==> src/hdl/fqr_pkg.sv <==
// ----------------------------------------------------------------------------
// fqr_pkg
// shared codes, defaults and cell control type for the id queue
// ----------------------------------------------------------------------------
package fqr_pkg;

  localparam int DEFAULT_DEPTH    = 16;
  localparam int DEFAULT_ID_WIDTH = 16;

  // operation codes
  localparam logic [1:0] OP_ENQ = 2'd0;
  localparam logic [1:0] OP_DEQ = 2'd1;
  localparam logic [1:0] OP_REM = 2'd2;
  localparam logic [1:0] OP_HAS = 2'd3;

  // status codes
  localparam logic [1:0] ST_OK        = 2'd0;
  localparam logic [1:0] ST_EMPTY     = 2'd1;
  localparam logic [1:0] ST_NOT_FOUND = 2'd2;
  localparam logic [1:0] ST_FULL      = 2'd3;

  // per-cell control from the queue controller
  typedef struct packed {
    logic occupied;   // cell lies below the fill count
    logic head_pick;  // dequeue: head cell counts as the hit
    logic match_en;   // remove or contains: compare against key
    logic close_en;   // cells at or behind the hit take the neighbor's id
    logic load;       // enqueue lands in this cell
  } fqr_cell_ctrl_t;

endpackage

==> src/hdl/fqr_cell.sv <==
// ----------------------------------------------------------------------------
// fqr_cell
// one queue slot: holds an id, compares it, and closes up from its neighbor
// ----------------------------------------------------------------------------
module fqr_cell #(
  parameter int ID_WIDTH = fqr_pkg::DEFAULT_ID_WIDTH
) (
  input  logic                   clk,
  input  fqr_pkg::fqr_cell_ctrl_t ctrl,
  input  logic [ID_WIDTH-1:0]    key,
  input  logic [ID_WIDTH-1:0]    nb_id,
  input  logic                   seen_in,
  input  logic [ID_WIDTH-1:0]    take_in,
  output logic                   seen_out,
  output logic [ID_WIDTH-1:0]    take_out,
  output logic [ID_WIDTH-1:0]    id
);
  import fqr_pkg::*;

  logic hit;
  logic first;

  // hit detection and oldest-match priority along the chain
  assign hit      = ctrl.occupied & (ctrl.head_pick | (ctrl.match_en & (id == key)));
  assign first    = hit & ~seen_in;
  assign seen_out = seen_in | hit;
  assign take_out = take_in | (first ? id : '0);

  // slot storage: enqueue load or close-up shift
  always_ff @(posedge clk) begin
    if (ctrl.load) begin
      id <= key;
    end else if (ctrl.close_en & seen_out) begin
      id <= nb_id;
    end
  end

endmodule

==> src/hdl/fifo_queue_with_remove_by_id.sv <==
// ----------------------------------------------------------------------------
// fifo_queue_with_remove_by_id
// fifo ready queue of ids with dequeue, remove-by-id and contains query
// ----------------------------------------------------------------------------
//  channel  | signals                                    | direction
//  ---------+--------------------------------------------+----------
//  in       | in_valid, in_stall, operation, entry_id    | to block
//  out      | out_valid, out_stall, status, result_id,   | from block
//           | found, empty_flag, occupancy               |
//
//  one item per cycle while no result is stalled; the result appears in the cycle after the item is taken.
//  each operation is settled in a single pass along the row of cells: every
//  cell compares in parallel and a one-bit priority chain picks the oldest hit.
//  reset empties the queue (fill count zero) and drops any pending result.
//  in_stall is raised only while a result sits in the output register and
//  out_stall holds it there.
// ----------------------------------------------------------------------------
module fifo_queue_with_remove_by_id #(
  parameter int DEPTH    = fqr_pkg::DEFAULT_DEPTH,
  parameter int ID_WIDTH = fqr_pkg::DEFAULT_ID_WIDTH,
  localparam int CW      = $clog2(DEPTH + 1)
) (
  input  logic                clk,
  input  logic                rst,
  input  logic                in_valid,
  output logic                in_stall,
  input  logic [1:0]          operation,
  input  logic [ID_WIDTH-1:0] entry_id,
  output logic                out_valid,
  input  logic                out_stall,
  output logic [1:0]          status,
  output logic [ID_WIDTH-1:0] result_id,
  output logic                found,
  output logic                empty_flag,
  output logic [CW-1:0]       occupancy
);
  import fqr_pkg::*;

  logic                 accept;
  logic [CW-1:0]        fill_count;
  logic [CW-1:0]        fill_count_next;
  logic                 is_full;
  logic                 is_empty;
  logic                 op_enq;
  logic                 op_deq;
  logic                 op_rem;
  logic                 op_has;
  fqr_cell_ctrl_t       ctrl [DEPTH];
  logic [ID_WIDTH-1:0]  cell_id [DEPTH];
  logic [DEPTH:0]       seen;
  logic [ID_WIDTH-1:0]  take [DEPTH+1];
  logic                 hit_any;
  logic [1:0]           status_next;
  logic [ID_WIDTH-1:0]  rid_next;
  logic                 found_next;

  // handshake
  assign in_stall = out_valid & out_stall;
  assign accept   = in_valid & ~in_stall;

  // decode
  assign op_enq   = (operation == OP_ENQ);
  assign op_deq   = (operation == OP_DEQ);
  assign op_rem   = (operation == OP_REM);
  assign op_has   = (operation == OP_HAS);
  assign is_full  = (fill_count == CW'(DEPTH));
  assign is_empty = (fill_count == '0);

  // per-cell control
  always_comb begin
    for (int i = 0; i < DEPTH; i++) begin
      ctrl[i].occupied  = (CW'(i) < fill_count);
      ctrl[i].head_pick = op_deq & (i == 0);
      ctrl[i].match_en  = op_rem | op_has;
      ctrl[i].close_en  = accept & (op_deq | op_rem) & ~is_empty;
      ctrl[i].load      = accept & op_enq & ~is_full & (fill_count == CW'(i));
    end
  end

  // row of cells
  assign seen[0] = 1'b0;
  assign take[0] = '0;

  for (genvar g = 0; g < DEPTH; g++) begin : g_cell
    logic [ID_WIDTH-1:0] nb;
    if (g == DEPTH - 1) begin : g_last
      assign nb = '0;
    end else begin : g_mid
      assign nb = cell_id[g+1];
    end
    fqr_cell #(
      .ID_WIDTH (ID_WIDTH)
    ) u_cell (
      .clk      (clk),
      .ctrl     (ctrl[g]),
      .key      (entry_id),
      .nb_id    (nb),
      .seen_in  (seen[g]),
      .take_in  (take[g]),
      .seen_out (seen[g+1]),
      .take_out (take[g+1]),
      .id       (cell_id[g])
    );
  end

  assign hit_any = seen[DEPTH];

  // result and fill count
  always_comb begin
    status_next     = ST_OK;
    rid_next        = '0;
    found_next      = 1'b0;
    fill_count_next = fill_count;
    if (op_enq) begin
      if (is_full) begin
        status_next = ST_FULL;
      end else begin
        fill_count_next = fill_count + CW'(1);
      end
    end else if (is_empty) begin
      status_next = ST_EMPTY;
    end else if (!hit_any) begin
      status_next = ST_NOT_FOUND;
    end else begin
      found_next = ~op_deq;
      if (!op_has) begin
        rid_next        = take[DEPTH];
        fill_count_next = fill_count - CW'(1);
      end
    end
  end

  // fill count register
  always_ff @(posedge clk) begin
    if (rst) begin
      fill_count <= '0;
    end else if (accept) begin
      fill_count <= fill_count_next;
    end
  end

  // output register
  always_ff @(posedge clk) begin
    if (rst) begin
      out_valid <= 1'b0;
    end else begin
      out_valid <= accept | (out_valid & out_stall);
    end
  end

  always_ff @(posedge clk) begin
    if (accept) begin
      status     <= status_next;
      result_id  <= rid_next;
      found      <= found_next;
      empty_flag <= (fill_count_next == '0);
      occupancy  <= fill_count_next;
    end
  end

endmodule

==> config.mk <==
export PLATFORM = sky130hd
export DESIGN_NAME = fifo_queue_with_remove_by_id
export DESIGN_NICKNAME = d
export VERILOG_FILES = /design/src/hdl/fqr_pkg.sv /design/src/hdl/fqr_cell.sv /design/src/hdl/fifo_queue_with_remove_by_id.sv
export SDC_FILE = /design/constraint.sdc
export NUM_CORES = 1
export LEC_CHECK = 0
export BUFFER_PORTS_ARGS = -buffer_cell sky130_fd_sc_hd__buf_2
export CAP_MARGIN = 10
export CORE_ASPECT_RATIO = 0.6
export CORE_UTILIZATION = 58
export CTS_CLUSTER_DIAMETER = 200
export DETAILED_ROUTE_END_ITERATION = 6
export PLACE_DENSITY = 0.78
export SYNTH_ARGS = -nofsm -noshare
export SYNTH_HDL_FRONTEND = slang
export SYNTH_HIERARCHICAL = 1
export SYNTH_SLANG_ARGS = --single-unit
==> constraint.sdc <==
create_clock -name clk -period 7.3 [get_ports clk]
set_input_delay 1.46 -clock clk [delete_from_list [all_inputs] [get_ports clk]]
set_output_delay 1.46 -clock clk [all_outputs]
set_load 0.1 [all_outputs]
==> impl_metrics.toml, run 1 <==
[run_status]
status = "finished clean"

[floorplanning]
pin_count = 49
die_w_um = 251.4
coreArea_mm2 = 0.03655
die_height_um = 151.6
dieArea_mm2 = 0.03812
start_util_pct = 59.22
rows = 54

[sta]
fmax_ghz = 0.1413
finalMaxSlewViolations = 0
clock_skew_ns = 0.03526
final.min_clock_period_ns = 7.080
fin_crit_sh_pct = 96.98
finalWorstSetupSlack_ns = 0.2204
worst_pin_slew_ns = 1.168
finalHoldViolations = 0
slew_headroom_pct = 21.80
setup-violations-final = 0

[synth]
synthArstFlopShare_pct = 0
netlist-cell-type-count = 50
synth_edf_count = 281
ys_ff_latch = 287
ys.flop_type = "edfxtp_1"
synthCells = 2146
synth-seq-area-share_pct = 39.54
syn-cell-area_mm2 = 0.02165
syn_area_per_cell_um2 = 10.09
ys.warnings.count = 6

[route]
drt-initial-drc-count = 2742
wl_per_cell_um = 23.84
vias_per_cell = 7.009
postRouteWirelength_um = 66330
dr_total_vias = 19500
drc = 0
dr.pass1.iters = 6
ant_nets = 0

[clock_network]
cts_tree = "done"
cts_buffer_depth = 3
cts_root_buffer = "clkbuf_16"
cts_made_buffers = 29
postCtsHoldBufs = 0
clkTransAtPathRegs_ns = 0.06
insertion_delay_ns = 0.60
htreeDepth = 1
cts_sinks = 287

[grt]
grt_pass1_wl_um = 103000
grt_pass1_vias = 18330
antenna_found_initial = 3
grt-ovfl-total = 0
grt_max_degree = 33
grtUsageTotal_pct = 34.33

[setup_path]
critPathCaptureType = "register"
path_class = "in -> reg"
reg2reg_from = "fill_count[0]$_SDFFE_PP0P_"
worstRegToRegCells = 37
crit_path_max_fanout = 9
required_ns = 7.65
crit_path_start_kind = "input pin"
worstPathArrival_ns = 7.42
critPathSlowestCell = "nor4_1"
r2r_setup_slack_ns = 0.56
crit_top_cell = "o21ai_1"
slowest_delay_ns = 0.47
endpoint = "result_id[11]$_SDFFCE_PP0P_"
worstSetupStartpoint = "entry_id[9]"
worstReg2RegEnd = "result_id[11]$_SDFFCE_PP0P_"

[power_and_ir_drop]
peakVddDrop_mv = 0.1941
power_density_mw_per_mm2 = 197.0
totalPowerFinal_uw = 4800
leakage_uw = 0.007672

[place]
place_ws_ns = -0.3429
io_buffers = 48
place_hpwl_um = 47670
gp_congestion = 0.9813

[final_layout]
synthToLayoutAreaGrowth_pct = 12.57
multi_input_area_mm2 = 0.01241
fillCellCount = 2810
seqCellArea_mm2 = 0.008558
fin_nets = 2288
layout-drive-gt1-share_pct = 26.31

[min_path]
hold_class = "reg -> reg"

[job]
cap_violations = 0
==> cell type report <==
type	count	share of cell area, %
repair buffers	232	7.229
clock buffers	35	3.070
flip-flops and latches	287	35.12
well taps	504	2.588
clock inverters	16	0.6469
inverters	27	0.4159
diodes	1	0.01027
multi-input cells	1680	50.92
==> Yosys cell counts (6+ instances only) <==
master    count  area (um2)
buf_6        17       191.4
xnor2_1      17       148.9
inv_1        25       93.84
buf_2        65       325.3
and2_1       40       250.2
ha_1          9       112.6
dfxtp_1       6       120.1
nand3_1      33       165.2
nor2_1       16       60.06
nor2b_1      17       106.4
o21ai_0     118       590.6
nand4_1     257        1608
a221oi_1     16       140.1
edfxtp_1    281        8438
buf_1        17       63.81
a21boi_0     16       120.1
clkbuf_2     16       80.08
mux2_2      256        2883
clkbuf_1     87       326.6
nor4_1       34       212.7
o21bai_1      6       45.04
a21oi_1      19       95.09
nor3_1       38       190.2
nand2_1      15       56.30
nor4_4       16       340.3
xor2_1      240        2102
o21ai_1     177       885.9
a31oi_1     258        1614
==> logic make-up (layout without fill, tap and decap cells) <==
group,count (synthesis),count (layout),share of synthesized area (%)
muxes,256,256,13.32
and+or+nand+nor,487,487,14.57
buffers and inverters,229,310,5.029
adders and majority gates,9,9,0.5202
DFF,287,287,39.54
xor gates and xnor gates,257,257,10.40
AOI/OAI and AO/OA,620,620,16.61
other,1,52,0.01732
==> worst max-delay path: cells and delay by family <==
kind                   cells  cell delay, ns
AO/OA/AOI/OAI             28            4.07
buffers and inverters      4            0.65
AND/OR/NAND/NOR            5            1.08
XOR/XNOR                   1            0.15
==> routing by layer <==
metal | routed length (um) | GRT usage, % | up-vias
li1 | - | - | 8660
met5 | 13 | 0 | -
met2 | 28180 | 51.58 | 1188
met1 | 28370 | 49.95 | 9490
met4 | 2057 | 10.58 | 2
met3 | 7718 | 6.748 | 160
==> how the worst min path moves through the flow <==
stage                     cells past startpoint  slack, ns                                end                               from
after global routing                          3       0.68               out_valid$_SDFF_PP0_               out_valid$_SDFF_PP0_
after detailed placement                      3       0.62               out_valid$_SDFF_PP0_               out_valid$_SDFF_PP0_
after global placement                        3       0.58               out_valid$_SDFF_PP0_               out_valid$_SDFF_PP0_
after floorplan                               1       0.62  g_cell[10].u_cell/id[0]$_DFFE_PP_  g_cell[11].u_cell/id[0]$_DFFE_PP_
final                                         3       0.66               out_valid$_SDFF_PP0_               out_valid$_SDFF_PP0_
after CTS                                     3       0.66               out_valid$_SDFF_PP0_               out_valid$_SDFF_PP0_
==> through the flow <==
stage / area, um2 / hold WS, ns / TNS (ns) / std cells / util [%]
4_1_cts: 24270 / 0.6598 / 0 / 2777 / 66.40
3_5_place_dp: 23360 / 0.6241 / -5.929 / 2726 / 63.92
6_report: 24370 / 0.6562 / 0 / 2782 / 66.67
5_1_grt: 24370 / 0.6829 / -0.2241 / 2782 / 66.67
2_1_floorplan: 21830 / 0.6204 / 0 / 2196 / -
3_3_place_gp: 23360 / 0.5846 / -0.5415 / 2726 / 63.92
==> power by group <==
part	internal, uW	switching, uW	leakage [uW]	total (uW)
Sequential	1970	125	0.00264	2090
Combinational	416	795	0.00459	1210
Clock	831	666	0.000441	1500
Total	3210	1590	0.00767	4800
==> state kept, by name (all words and copies together), names as in the netlist <==
| name | count |
|---|---|
| out_valid | 1 |
| status | 2 |
| found | 1 |
| g_cell.u_cell/id | 256 |
| fill_count | 5 |
| result_id | 16 |
| empty_flag | 1 |
| occupancy | 5 |
==> cell usage in the layout, fill, tap and decap left out, types with 3 or more instances in the layout <==
master / count
o21bai_1: 6
nor2_1: 16
clkinv_1: 6
nor4_1: 32
ha_1: 9
bufinv_16: 3
nor4_4: 16
nor2b_2: 16
inv_1: 25
buf_2: 47
o21ai_2: 8
nand3_1: 33
o21ai_1: 175
clkbuf_1: 6
xor2_1: 240
a21boi_0: 16
clkinv_2: 4
and2_1: 39
mux2_2: 256
dfxtp_1: 6
nand2b_1: 4
edfxtp_1: 281
and3_1: 4
nor4_2: 3
nand4_1: 257
a211oi_1: 4
o21ai_0: 112
a221oi_2: 16
conb_1: 51
xnor2_1: 17
nand2_1: 15
nor3_1: 36
buf_12: 11
a21oi_1: 16
clkbuf_16: 29
buf_4: 173
a31oi_1: 258
a21oi_2: 3
==> what timing repair did <==
item | in CTS | in global routing
resized for setup | 0 | 23
setup endpoints to repair | 0 | 61
buffers inserted | 0 | 4
endpoints found under the hold margin | 0 | 0
(Power assumes the default switching activity.)
==> inputs of run 2 (changes only) <==
--- a/config.mk
+++ b/config.mk
@@ -8,10 +8,10 @@
 export BUFFER_PORTS_ARGS = -buffer_cell sky130_fd_sc_hd__buf_2
 export CAP_MARGIN = 10
 export CORE_ASPECT_RATIO = 0.6
-export CORE_UTILIZATION = 58
+export CORE_UTILIZATION = 60
 export CTS_CLUSTER_DIAMETER = 200
 export DETAILED_ROUTE_END_ITERATION = 6
-export PLACE_DENSITY = 0.78
+export PLACE_DENSITY = 0.77
 export SYNTH_ARGS = -nofsm -noshare
 export SYNTH_HDL_FRONTEND = slang
 export SYNTH_HIERARCHICAL = 1
==> constraint.sdc (replaced) <==
create_clock -name clk -period 7.7 [get_ports clk]
set_input_delay 1.54 -clock clk [delete_from_list [all_inputs] [get_ports clk]]
set_output_delay 1.54 -clock clk [all_outputs]
set_load 0.1 [all_outputs]
==> run 2 against run 1 <==
  * The flow now finishes with violations (design-rule violations)
  * Setup slack improved by 0.13 ns
  * Register-to-register slack improved by 0.19 ns
  * Combinational power decreased by 8%
  * Critical path depth increased by 1
  * Highest routed layer is now met4
  * Sequential power decreased by 5%
  * Clock skew decreased by 0.017 ns
  * Via count increased by 0.11%
  * Largest power group unchanged
  * Cell count decreased by 2.8%
  * Clock power increased by 5%
==> impl_metrics.toml, run 2 (same netlist as run 1, synthesis figures left out) <==
[sta]
worst_hold_slack_ns = 0.6426
setup-violations-final = 0
final.min_clock_period_ns = 7.350
rsz0062_at_grt = "yes"
fin_setup_tns_ns = 0
fmax_ghz = 0.1361
finalMaxSlewViolations = 0
clock_skew_ns = 0.01789
fin_crit_sh_pct = 95.45
slew_headroom_pct = 28.82
worst_pin_slew_ns = 1.060
finalHoldViolations = 0

[run_status]
status = "complete, but fails checks"
failed_checks = "design-rule violations"

[clock_network]
cts_root_buffer = "clkbuf_16"
cts_sinks = 287
clkTransAtPathRegs_ns = 0.07
insertion_delay_ns = 0.59
htreeDepth = 1
cts_tree = "done"
cts_made_buffers = 30
cts_buffer_depth = 3

[power_and_ir_drop]
leakage_uw = 0.007470
combPwrFrac_pct = 23.8
p_int_uw = 3125
swShare_pct = 32.96
power_density_mw_per_mm2 = 194.6
power.share.sequential_pct = 42.6
clockPowerShare_pct = 33.6
peakVddDrop_mv = 0.1854
totalPowerFinal_uw = 4661
p_sw_uw = 1536

[floorplanning]
coreArea_mm2 = 0.03528
dieArea_mm2 = 0.03687
die_height_um = 149.1
pin_count = 49
die_w_um = 247.2
rows = 53
start_util_pct = 61.36

[setup_path]
critPathSlowestCell = "nor4_2"
critPathCaptureType = "register"
worstReg2RegEnd = "result_id[4]$_SDFFCE_PP0P_"
crit_top_cell = "a31oi_1"
critPathTopFamily = "compound AO/OA/AOI/OAI gates"
endpoint = "result_id[15]$_SDFFCE_PP0P_"
crit_path_max_fanout = 19
worstPathArrival_ns = 7.69
slowest_delay_ns = 0.32
worstSetupStartpoint = "entry_id[11]"
path_depth = 39
crit_path_start_kind = "input pin"
r2r_setup_slack_ns = 0.75
required_ns = 8.04
worstRegToRegCells = 36
path_buf_inv = 3
reg2reg_from = "fill_count[1]$_SDFFE_PP0P_"
path_class = "in -> reg"

[route]
drc = 2
drt-initial-drc-count = 2556
postRouteWirelength_um = 67290
dr_total_vias = 19520
wl_per_cell_um = 24.89
ant_nets = 0
vias_per_cell = 7.222
dr.pass1.iters = 7

[grt]
antenna_found_initial = 2
grtUsageTotal_pct = 35.73
grt_pass1_vias = 17950
grt_max_degree = 33
grt_pass1_wl_um = 103300
grt-ovfl-total = 0

[final_layout]
fin_nets = 2242
synthToLayoutAreaGrowth_pct = 10.62
final_cell_mix = "edfxtp_1 (281), a31oi_1 (258), nand4_1 (257), mux2_2 (256), xor2_1 (240)"
layout-drive-gt1-share_pct = 24.74
reg_top3 = "g_cell.u_cell/id: 256 flops, result_id: 16 flops"
post-route-util_pct = 67.88
largest_reg_flops = 256
largest_register = "g_cell.u_cell/id"
stdcell_area_mm2 = 0.02395
final_common_cell = "edfxtp_1"

[min_path]
hold_class = "reg -> reg"

[place]
gp_congestion = 0.9916
place_hpwl_um = 47300
placed_area_mm2 = 0.02287
io_buffers = 48

[job]
cap_violations = 0
[run 2: power by group through the flow]
stage | combinational (uW) | clock [uW] | sequential, uW
3_5_place_dp | 1050 | 0 | 2010
3_3_place_gp | 1020 | 0 | 2010
4_1_cts | 1060 | 1570 | 1980
6_report | 1110 | 1570 | 1980
5_1_grt | 1170 | 1620 | 1990
2_1_floorplan | 629 | 0 | 2090
[run 2: through the flow]
stage / cells / worst slack, ns
finish: 2703 / 0.3503
global route: 2703 / -0.02648
CTS: 2700 / 0.4655
detailed placement: 2644 / -0.08907
global placement: 2644 / -0.01576
floorplan: 2196 / 0.3544
[run 2: area by class of cell]
class	instances	area (um2)
clock buffers	34	787.0
inverters	27	101.3
clock inverters	22	237.7
well taps	467	584.3
multi-input cells	1680	12380
diodes	1	2.502
repair buffers	185	1296
flip-flops and latches	287	8558
fillers	2725	11330
[run 2: how the worst min path moves through the flow]
stage / start / to / slack, ns / cells after the start
5_1_grt: out_valid$_SDFF_PP0_ / out_valid$_SDFF_PP0_ / 0.68 / 3
2_1_floorplan: g_cell[11].u_cell/id[0]$_DFFE_PP_ / g_cell[10].u_cell/id[0]$_DFFE_PP_ / 0.62 / 1
6_report: out_valid$_SDFF_PP0_ / out_valid$_SDFF_PP0_ / 0.64 / 3
3_3_place_gp: out_valid$_SDFF_PP0_ / out_valid$_SDFF_PP0_ / 0.59 / 3
3_5_place_dp: out_valid$_SDFF_PP0_ / out_valid$_SDFF_PP0_ / 0.61 / 3
4_1_cts: out_valid$_SDFF_PP0_ / out_valid$_SDFF_PP0_ / 0.64 / 3
[run 2: metal layers]
layer	wire [um]	up-vias	GRT usage [%]
li1	-	8562	-
met1	28160	9452	52.73
met4	1960	0	9.202
met3	8392	144	7.339
met5	0	-	0
met2	28780	1364	53.33
[run 2: what timing repair did]
item	4_1_cts	5_1_grt
endpoints found under the setup margin	0	12
buffers inserted	0	2
hold buffers	0	0
resized for setup	0	12
[run 2: worst reg2reg max path: cells and delay by family (launching register included)]
| family | cells | cell delay, ns |
|---|---|---|
| adders and majority gates | 1 | 0.26 |
| DFF | 1 | 0.63 |
| and+or+nand+nor | 4 | 0.53 |
| AOI/OAI and AO/OA | 29 | 4.84 |
| buffers and inverters | 2 | 0.46 |
